### src/sv/hkbt_pkg.sv
// ----------------------------------------------------------------------------
// hkbt_pkg
// Shared types and constants for the held key buffer tracker.
// ----------------------------------------------------------------------------
package hkbt_pkg;

    localparam int BUFFER_DEPTH = 16;
    localparam int IDX_W        = (BUFFER_DEPTH > 1) ? $clog2(BUFFER_DEPTH) : 1;
    localparam int CNT_W        = $clog2(BUFFER_DEPTH + 1);
    localparam int KEY_COUNT_W  = 5;
    localparam int LED_N        = 5;
    localparam int LED_SEL_W    = $clog2(LED_N);

    // func codes
    localparam logic [1:0] FUNC_RX    = 2'd0;
    localparam logic [1:0] FUNC_KEEP  = 2'd1;
    localparam logic [1:0] FUNC_RESET = 2'd2;

    localparam logic [7:0] KEY_IGNORE_MIN = 8'hC0;
    localparam logic [7:0] KEEP_MIN       = 8'h80;
    localparam logic [7:0] KEEP_MAX       = 8'h8F;
    localparam logic [7:0] CMD_RESET      = 8'hE0;
    localparam logic [7:0] CMD_LED_BASE   = 8'h40;
    localparam logic [7:0] CMD_LED_OFF    = 8'h10;

    localparam logic [7:0] KEY_CALC   = 8'h0A;
    localparam logic [7:0] KEY_SCHED  = 8'h0B;
    localparam logic [7:0] KEY_DRAW   = 8'h0C;
    localparam logic [7:0] KEY_SHLOCK = 8'h42;
    localparam logic [7:0] KEY_INSERT = 8'h5E;

    typedef struct packed {
        logic [1:0] func;
        logic [7:0] key_byte;
    } hkbt_in_t;

    typedef struct packed {
        logic                   cmd_valid;
        logic [7:0]             cmd_byte;
        logic                   key_added;
        logic                   release_missing;
        logic                   full_drop;
        logic [KEY_COUNT_W-1:0] key_count;
    } hkbt_out_t;

    typedef struct packed {
        logic       apply;
        logic [7:0] key;
    } led_req_t;

    typedef struct packed {
        logic       hit;
        logic [7:0] cmd;
    } led_resp_t;

endpackage

### src/sv/hkbt_led_ctrl.sv
// ----------------------------------------------------------------------------
// hkbt_led_ctrl
// LED flag register; decodes the special keys and builds the LED command.
// ----------------------------------------------------------------------------
module hkbt_led_ctrl (
    input  logic                aclk,
    input  logic                aresetn,
    input  hkbt_pkg::led_req_t  req,
    output hkbt_pkg::led_resp_t resp
);
    import hkbt_pkg::*;

    logic [LED_N-1:0]     flags_reg;
    logic [LED_N-1:0]     flags_next;
    logic [LED_SEL_W-1:0] sel;
    logic [3:0]           led_code;
    logic                 hit;
    logic                 on;
    logic [7:0]           cmd;

    always_comb begin
        hit      = 1'b1;
        sel      = '0;
        led_code = 4'h0;
        unique case (req.key)
            KEY_CALC: begin
                sel      = LED_SEL_W'(0);
                led_code = 4'h7;
            end
            KEY_SCHED: begin
                sel      = LED_SEL_W'(1);
                led_code = 4'hE;
            end
            KEY_DRAW: begin
                sel      = LED_SEL_W'(2);
                led_code = 4'hD;
            end
            KEY_SHLOCK: begin
                sel      = LED_SEL_W'(3);
                led_code = 4'hB;
            end
            KEY_INSERT: begin
                sel      = LED_SEL_W'(4);
                led_code = 4'h2;
            end
            default: begin
                hit = 1'b0;
            end
        endcase
    end

    // new flag value is the inverse of the stored one
    assign on  = ~flags_reg[sel];
    assign cmd = (CMD_LED_BASE | {3'b000, led_code, on}) ^ (on ? 8'h00 : CMD_LED_OFF);

    always_comb begin
        flags_next = flags_reg;
        if (req.apply && hit) begin
            flags_next[sel] = on;
        end
    end

    always_ff @(posedge aclk) begin
        if (!aresetn) begin
            flags_reg <= '0;
        end else begin
            flags_reg <= flags_next;
        end
    end

    assign resp.hit = hit;
    assign resp.cmd = cmd;

endmodule

### src/sv/hkbt_engine.sv
// ----------------------------------------------------------------------------
// hkbt_engine
// Sequencer around the held key memory: search, append, shift and compaction.
// ----------------------------------------------------------------------------
module hkbt_engine (
    input  logic                aclk,
    input  logic                aresetn,
    input  logic                in_valid,
    output logic                in_ready,
    input  hkbt_pkg::hkbt_in_t  in_word,
    output hkbt_pkg::led_req_t  led_req,
    input  hkbt_pkg::led_resp_t led_resp,
    output logic                res_valid,
    input  logic                res_ready,
    output hkbt_pkg::hkbt_out_t res_word
);
    import hkbt_pkg::*;

    localparam logic [1:0] ST_IDLE    = 2'd0;
    localparam logic [1:0] ST_SCAN    = 2'd1;
    localparam logic [1:0] ST_COMPACT = 2'd2;
    localparam logic [1:0] ST_DONE    = 2'd3;

    logic [7:0] mem [BUFFER_DEPTH];
    logic [7:0] rdata_reg;

    logic [1:0]       state_reg, state_next;
    logic [CNT_W-1:0] count_reg, count_next;
    logic [CNT_W-1:0] idx_reg, idx_next;
    logic [IDX_W-1:0] pidx_reg, pidx_next;
    logic             pend_reg, pend_next;
    logic [CNT_W-1:0] wr_reg, wr_next;
    logic [7:0]       target_reg, target_next;
    logic             rel_reg, rel_next;
    logic             keep_reg, keep_next;
    logic             cmd_valid_reg, cmd_valid_next;
    logic [7:0]       cmd_byte_reg, cmd_byte_next;
    logic             added_reg, added_next;
    logic             missing_reg, missing_next;
    logic             drop_reg, drop_next;

    logic [IDX_W-1:0] raddr;
    logic             we;
    logic [IDX_W-1:0] waddr;
    logic [7:0]       wdata;
    logic             match;
    logic             keep_word;
    logic             is_switch;
    logic [7:0]       kb;

    assign kb        = in_word.key_byte;
    assign is_switch = (kb & KEY_IGNORE_MIN) == KEEP_MIN;
    assign match     = pend_reg && (rdata_reg == target_reg);
    assign keep_word = !keep_reg || (rdata_reg >= KEEP_MIN && rdata_reg <= KEEP_MAX);

    assign in_ready      = (state_reg == ST_IDLE);
    assign led_req.apply = in_valid && in_ready && (in_word.func == FUNC_RX);
    assign led_req.key   = kb;

    always_comb begin
        state_next     = state_reg;
        count_next     = count_reg;
        idx_next       = idx_reg;
        pidx_next      = pidx_reg;
        pend_next      = pend_reg;
        wr_next        = wr_reg;
        target_next    = target_reg;
        rel_next       = rel_reg;
        keep_next      = keep_reg;
        cmd_valid_next = cmd_valid_reg;
        cmd_byte_next  = cmd_byte_reg;
        added_next     = added_reg;
        missing_next   = missing_reg;
        drop_next      = drop_reg;
        raddr          = idx_reg[IDX_W-1:0];
        we             = 1'b0;
        waddr          = wr_reg[IDX_W-1:0];
        wdata          = rdata_reg;
        res_valid      = 1'b0;

        unique case (state_reg)
            ST_IDLE: begin
                if (in_valid) begin
                    cmd_valid_next = 1'b0;
                    cmd_byte_next  = 8'h00;
                    added_next     = 1'b0;
                    missing_next   = 1'b0;
                    drop_next      = 1'b0;
                    idx_next       = '0;
                    pend_next      = 1'b0;
                    case (in_word.func)
                        FUNC_RX: begin
                            if (kb == 8'h00 || kb >= KEY_IGNORE_MIN) begin
                                state_next = ST_DONE;
                            end else begin
                                // release byte searches for its press code
                                rel_next       = is_switch && !kb[0];
                                target_next    = kb | 8'h01;
                                if (!(is_switch && !kb[0])) begin
                                    target_next = kb;
                                end
                                cmd_valid_next = led_resp.hit;
                                cmd_byte_next  = led_resp.hit ? led_resp.cmd : 8'h00;
                                state_next     = ST_SCAN;
                            end
                        end
                        FUNC_KEEP: begin
                            keep_next  = 1'b1;
                            wr_next    = '0;
                            state_next = ST_COMPACT;
                        end
                        FUNC_RESET: begin
                            count_next     = '0;
                            cmd_valid_next = 1'b1;
                            cmd_byte_next  = CMD_RESET;
                            state_next     = ST_DONE;
                        end
                        default: begin
                            state_next = ST_DONE;
                        end
                    endcase
                end
            end

            ST_SCAN: begin
                if (match) begin
                    pend_next = 1'b0;
                    if (rel_reg) begin
                        // close the gap: read from pos+1, write from pos
                        idx_next   = CNT_W'(pidx_reg) + CNT_W'(1);
                        wr_next    = CNT_W'(pidx_reg);
                        keep_next  = 1'b0;
                        state_next = ST_COMPACT;
                    end else begin
                        state_next = ST_DONE;
                    end
                end else if (idx_reg < count_reg) begin
                    pend_next = 1'b1;
                    pidx_next = idx_reg[IDX_W-1:0];
                    idx_next  = idx_reg + CNT_W'(1);
                end else begin
                    pend_next = 1'b0;
                    if (rel_reg) begin
                        missing_next = 1'b1;
                    end else if (count_reg >= CNT_W'(BUFFER_DEPTH)) begin
                        drop_next = 1'b1;
                    end else begin
                        we         = 1'b1;
                        waddr      = count_reg[IDX_W-1:0];
                        wdata      = target_reg;
                        count_next = count_reg + CNT_W'(1);
                        added_next = 1'b1;
                    end
                    state_next = ST_DONE;
                end
            end

            ST_COMPACT: begin
                // write address always trails the read address
                if (pend_reg && keep_word) begin
                    we      = 1'b1;
                    wr_next = wr_reg + CNT_W'(1);
                end
                if (idx_reg < count_reg) begin
                    pend_next = 1'b1;
                    pidx_next = idx_reg[IDX_W-1:0];
                    idx_next  = idx_reg + CNT_W'(1);
                end else begin
                    pend_next = 1'b0;
                    if (!pend_reg) begin
                        count_next = wr_reg;
                        state_next = ST_DONE;
                    end
                end
            end

            ST_DONE: begin
                res_valid = 1'b1;
                if (res_ready) begin
                    state_next = ST_IDLE;
                end
            end

            default: begin
                state_next = ST_IDLE;
            end
        endcase
    end

    always_ff @(posedge aclk) begin
        if (we) begin
            mem[waddr] <= wdata;
        end
        rdata_reg <= mem[raddr];
    end

    always_ff @(posedge aclk) begin
        if (!aresetn) begin
            state_reg <= ST_IDLE;
            count_reg <= '0;
            pend_reg  <= 1'b0;
        end else begin
            state_reg <= state_next;
            count_reg <= count_next;
            pend_reg  <= pend_next;
        end
    end

    always_ff @(posedge aclk) begin
        idx_reg       <= idx_next;
        pidx_reg      <= pidx_next;
        wr_reg        <= wr_next;
        target_reg    <= target_next;
        rel_reg       <= rel_next;
        keep_reg      <= keep_next;
        cmd_valid_reg <= cmd_valid_next;
        cmd_byte_reg  <= cmd_byte_next;
        added_reg     <= added_next;
        missing_reg   <= missing_next;
        drop_reg      <= drop_next;
    end

    assign res_word.cmd_valid       = cmd_valid_reg;
    assign res_word.cmd_byte        = cmd_byte_reg;
    assign res_word.key_added       = added_reg;
    assign res_word.release_missing = missing_reg;
    assign res_word.full_drop       = drop_reg;
    assign res_word.key_count       = KEY_COUNT_W'(count_reg);

endmodule

### src/sv/held_key_buffer_tracker_unit.sv
// ----------------------------------------------------------------------------
// held_key_buffer_tracker_unit
// Tracks held keys from scancode words; one result word per input word.
// ----------------------------------------------------------------------------
// Ignored bytes, reset and unused func finish without a walk over the key memory;
//   searches, releases and keep passes walk it through its one read port.
// Flow: one word in work at a time; the next word is taken while the
//   previous result waits in the output register.
// Reset: synchronous, active low; empties the buffer and clears the LED flags.
//   The key memory is not cleared; only entries below the count are read.
module held_key_buffer_tracker_unit (
    input  logic                aclk,
    input  logic                aresetn,
    input  logic                s_valid,
    output logic                s_ready,
    input  hkbt_pkg::hkbt_in_t  s_word,
    output logic                m_valid,
    input  logic                m_ready,
    output hkbt_pkg::hkbt_out_t m_word
);
    import hkbt_pkg::*;

    led_req_t  led_req;
    led_resp_t led_resp;
    logic      res_valid;
    logic      res_ready;
    hkbt_out_t res_word;

    logic      m_valid_reg;
    hkbt_out_t m_word_reg;

    hkbt_led_ctrl u_led (
        .aclk    (aclk),
        .aresetn (aresetn),
        .req     (led_req),
        .resp    (led_resp)
    );

    hkbt_engine u_engine (
        .aclk      (aclk),
        .aresetn   (aresetn),
        .in_valid  (s_valid),
        .in_ready  (s_ready),
        .in_word   (s_word),
        .led_req   (led_req),
        .led_resp  (led_resp),
        .res_valid (res_valid),
        .res_ready (res_ready),
        .res_word  (res_word)
    );

    assign res_ready = !m_valid_reg || m_ready;

    always_ff @(posedge aclk) begin
        if (!aresetn) begin
            m_valid_reg <= 1'b0;
        end else if (res_valid && res_ready) begin
            m_valid_reg <= 1'b1;
        end else if (m_ready) begin
            m_valid_reg <= 1'b0;
        end
    end

    always_ff @(posedge aclk) begin
        if (res_valid && res_ready) begin
            m_word_reg <= res_word;
        end
    end

    assign m_valid = m_valid_reg;
    assign m_word  = m_word_reg;

endmodule

### config.mk
export PLATFORM = sky130hd
export DESIGN_NAME = held_key_buffer_tracker_unit
export DESIGN_NICKNAME = d
export VERILOG_FILES = /design/src/sv/hkbt_pkg.sv /design/src/sv/hkbt_led_ctrl.sv /design/src/sv/hkbt_engine.sv /design/src/sv/held_key_buffer_tracker_unit.sv
export SDC_FILE = /design/constraint.sdc
export NUM_CORES = 1
export LEC_CHECK = 0
export ABC_AREA = 1
export BUFFER_PORTS_ARGS = -buffer_cell sky130_fd_sc_hd__buf_2
export CORE_MARGIN = 3
export CORE_UTILIZATION = 56
export DETAILED_ROUTE_END_ITERATION = 10
export GPL_ROUTABILITY_DRIVEN = 0
export GPL_TIMING_DRIVEN = 0
export PLACE_DENSITY = 0.72
export RECOVER_POWER = 100
export SYNTH_ARGS = -nofsm -noshare
export SYNTH_HDL_FRONTEND = slang
export SYNTH_SLANG_ARGS = --single-unit
export TNS_END_PERCENT = 30
### constraint.sdc
create_clock -name aclk -period 2.47 [get_ports aclk]
set_input_delay 0.6175 -clock aclk [delete_from_list [all_inputs] [get_ports aclk]]
set_output_delay 0.6175 -clock aclk [all_outputs]
set_load 0.02 [all_outputs]
==> results.sh <==
export IMPL_path_clk_slew_ns=0.07
export IMPL_final_cell_mix="177 x edfxtp_1, 113 x nor2_1, 109 x nand2_1"
export IMPL_crit_reg2reg_capture="u_engine.mem[5][7]"
export IMPL_antenna_cells=0
export IMPL_htree_levels=4
export IMPL_cts_tree="built"
export IMPL_synth_seq_cells=199
export IMPL_r2r_cells=14
export IMPL_grt_max_degree=18
export IMPL_worstSetupStartpointType="flip-flop"
export IMPL_synth_area_leaders="edfxtp_1 60%, nor2_1 5.5%, nand2_1 5.1%"
export IMPL_crit_start="u_engine.idx_reg[2]"
export IMPL_antenna_found_initial=0
export IMPL_fin_tns_setup_ns=-12.85
export IMPL_slew_viol_final=0
export IMPL_portBuffers=32
export IMPL_p_leak_uw=0.00388
export IMPL_routed_via_count=6489
export IMPL_finalSetupViolCount=128
export IMPL_track_usage_pct=25.5
export IMPL_cts_buffer_depth=2
export IMPL_status="finished, violations left"
export IMPL_ys_types=44
export IMPL_timing_reg2reg_setup_slack_ns=-0.14
export IMPL_syn_area_um2=8880
export IMPL_final_setup_worst_slack_ns=-0.137
export IMPL_drtIter0Drc=750
export IMPL_viasPerCell=5.88
export IMPL_top_layer_used="met4"
export IMPL_synthesis_instances=802
export IMPL_antenna_violating_nets_post_route=0
export IMPL_largest_reg_flops=128
export IMPL_route_met2_wl_mm=11.4
export IMPL_finalClockSkew_ns=0.0129
export IMPL_ys_seq_area_share_pct=64.8
export IMPL_grt_pass1_wl_mm=34.1
export IMPL_hold_viol=0
export IMPL_critical_path_arrival_ns=2.76
export IMPL_endpoint="u_engine.mem[5][7]"
export IMPL_ys_flop_type="edfxtp_1"
export IMPL_drt_wirelength_per_cell_um=20.2
export IMPL_ios=33
export IMPL_grt_setup_unrepaired="yes"
export IMPL_synth_edf_count=177
export IMPL_wl_met3_mm=1.67
export IMPL_cts_buffers_inserted=17
export IMPL_met1Wirelength_mm=8.63
export IMPL_clock_sinks=199
export IMPL_fp_dieArea_um2=17400
export IMPL_hp_class="flip-flop to flip-flop"
export IMPL_synthToLayoutAreaGrowth_pct=21.1
export IMPL_synth_warning_count=0
export IMPL_dp_final_hpwl_mm=14.7
export IMPL_required_ns=2.63
export IMPL_power_uw=13400
export IMPL_pre_cts_slack_ns=-0.887
export IMPL_fin_crit_sh_pct=106
export IMPL_synth_fp_nets=828
export IMPL_num_rows=45
export IMPL_avgSynthCellArea_um2=11.1
export IMPL_stdcell_count=1103
export IMPL_ir_drop_mv=0.757
export IMPL_detail_route_first_pass_iterations=5
export IMPL_clk_root_buffer_cell="clkbuf_16"
export IMPL_start_util_pct=57.7
export IMPL_coreArea_um2=15400
export IMPL_violations="negative setup slack"
export IMPL_yosysTopAreaCellShare_pct=59.9
export IMPL_die_h_um=132
export IMPL_drive_gt1_share_pct=20.3
export IMPL_grt_overflow=0
export IMPL_synth_top_area_cell="edfxtp_1"
export IMPL_maxCapViolCount=0
export IMPL_tightest_slew_ns=0.700
export IMPL_slew_headroom_pct=53.2
export IMPL_critPathCaptureType="flip-flop"
export IMPL_crit_fanout=8
export IMPL_ys_async_sr_fraction_pct=0
export IMPL_dp_cells=1046
export IMPL_clk_latency_ns=0.44
export IMPL_utilization_pct=69.9
export IMPL_drc=0
export IMPL_fmax_mhz=384
export IMPL_die_x_um=132
export IMPL_fin_nets=905
export IMPL_min_from="u_engine.cmd_byte_reg[3]"
export IMPL_fin_crit_ns=2.61
export IMPL_wirelength_mm=22.3
export IMPL_layout_cells_most_common="edfxtp_1"
export IMPL_power_density_nw_per_um2=1240
export IMPL_hold_buffers=0
export IMPL_crit_type="flip-flop to flip-flop"
export IMPL_grt_pass1_vias=6309
export IMPL_worstReg2RegStart="u_engine.idx_reg[2]"
## how the worst min path moves through the flow
stage                                   to  slack (ns)  cells after the start
global route        u_engine.target_reg[5]        0.43                      1
floorplan                       m_word[10]        0.40                      0
global placement                m_word[11]        0.40                      0
detailed placement               m_word[9]        0.41                      0
CTS                 u_engine.target_reg[5]        0.38                      1
finish                          m_word[11]        0.42                      0
## power by group
part / switching (µW) / internal [µW] / total (µW)
registers: 320 / 4620 / 4940
clock network: 1220 / 1810 / 3030
logic: 3680 / 1710 / 5400
## critical path, stage by stage, from the launching register on
cell,delay [ns]
edfxtp_1,0.47
ha_4,0.33
nand2_2,0.05
nand2_2,0.07
nand2_2,0.08
nand3_4,0.12
inv_8,0.05
nor2_8,0.11
nand2_4,0.09
buf_12,0.16
o22ai_4,0.15
buf_6,0.18
nand3_4,0.16
nor2_4,0.16
buf_12,0.14
## synth_stat cells, types with 2 or more instances
library cell / number
or2_1: 2
buf_4: 2
xor2_1: 2
nor4_1: 2
a21oi_2: 3
buf_2: 7
inv_1: 62
nor2_1: 129
o22ai_1: 6
nand3_1: 43
nand3_2: 4
mux2i_1: 23
nor3_1: 8
or2_2: 2
inv_2: 7
o21ai_1: 9
o32ai_1: 7
o211ai_1: 7
nor2_2: 2
o21ai_0: 49
clkbuf_1: 19
a21oi_1: 17
ha_1: 12
nand4_1: 9
nand2_2: 5
o21ai_2: 6
nand2_1: 121
dfxtp_1: 22
edfxtp_1: 177
buf_1: 2
xnor2_1: 2
o221ai_1: 22
## layer usage
layer  vias to the layer above  GRT usage [%]
met5                         -              0
met4                         0           10.4
met3                        44           4.50
met2                       360           43.5
met1                      3099           32.4
li1                       2986              -
## kinds of logic after synthesis
logic type / synth area share [%]
AO/OA/AOI/OAI: 9.39
multiplexers: 2.59
AND/OR/NAND/NOR: 16.4
flip-flops: 64.8
buffers and inverters: 4.74
XOR/XNOR: 0.395
adder cells (fa/ha/maj): 1.69
## what timing repair did
| action | in CTS | in global routing |
|---|---|---|
| hold endpoints to repair | 0 | 0 |
| buffers inserted | 17 | 8 |
| pin swaps | 18 | 17 |
| cloned | 0 | 1 |
| setup endpoints to repair | 256 | 245 |
| gates resized for setup | 81 | 22 |
## metrics by stage
step	cell area, µm²	hold WS, ns
after CTS	10500	0.384
final	10700	0.421
after global placement	9300	0.403
after global routing	10700	0.426
after detailed placement	9320	0.405
after floorplan	8880	0.400
## final cells by class
cell class              instances  area (µm²)
clock buffers                  18         429
well taps                     211         264
multi-input cells             501        3110
fillers                      1075        4620
clock inverters                14         220
repair buffers                 59         519
flip-flops and latches        199        5770
inverters                      70         273
plain buffers                  31         163
Note: power is estimated with default switching activity, not from simulation.
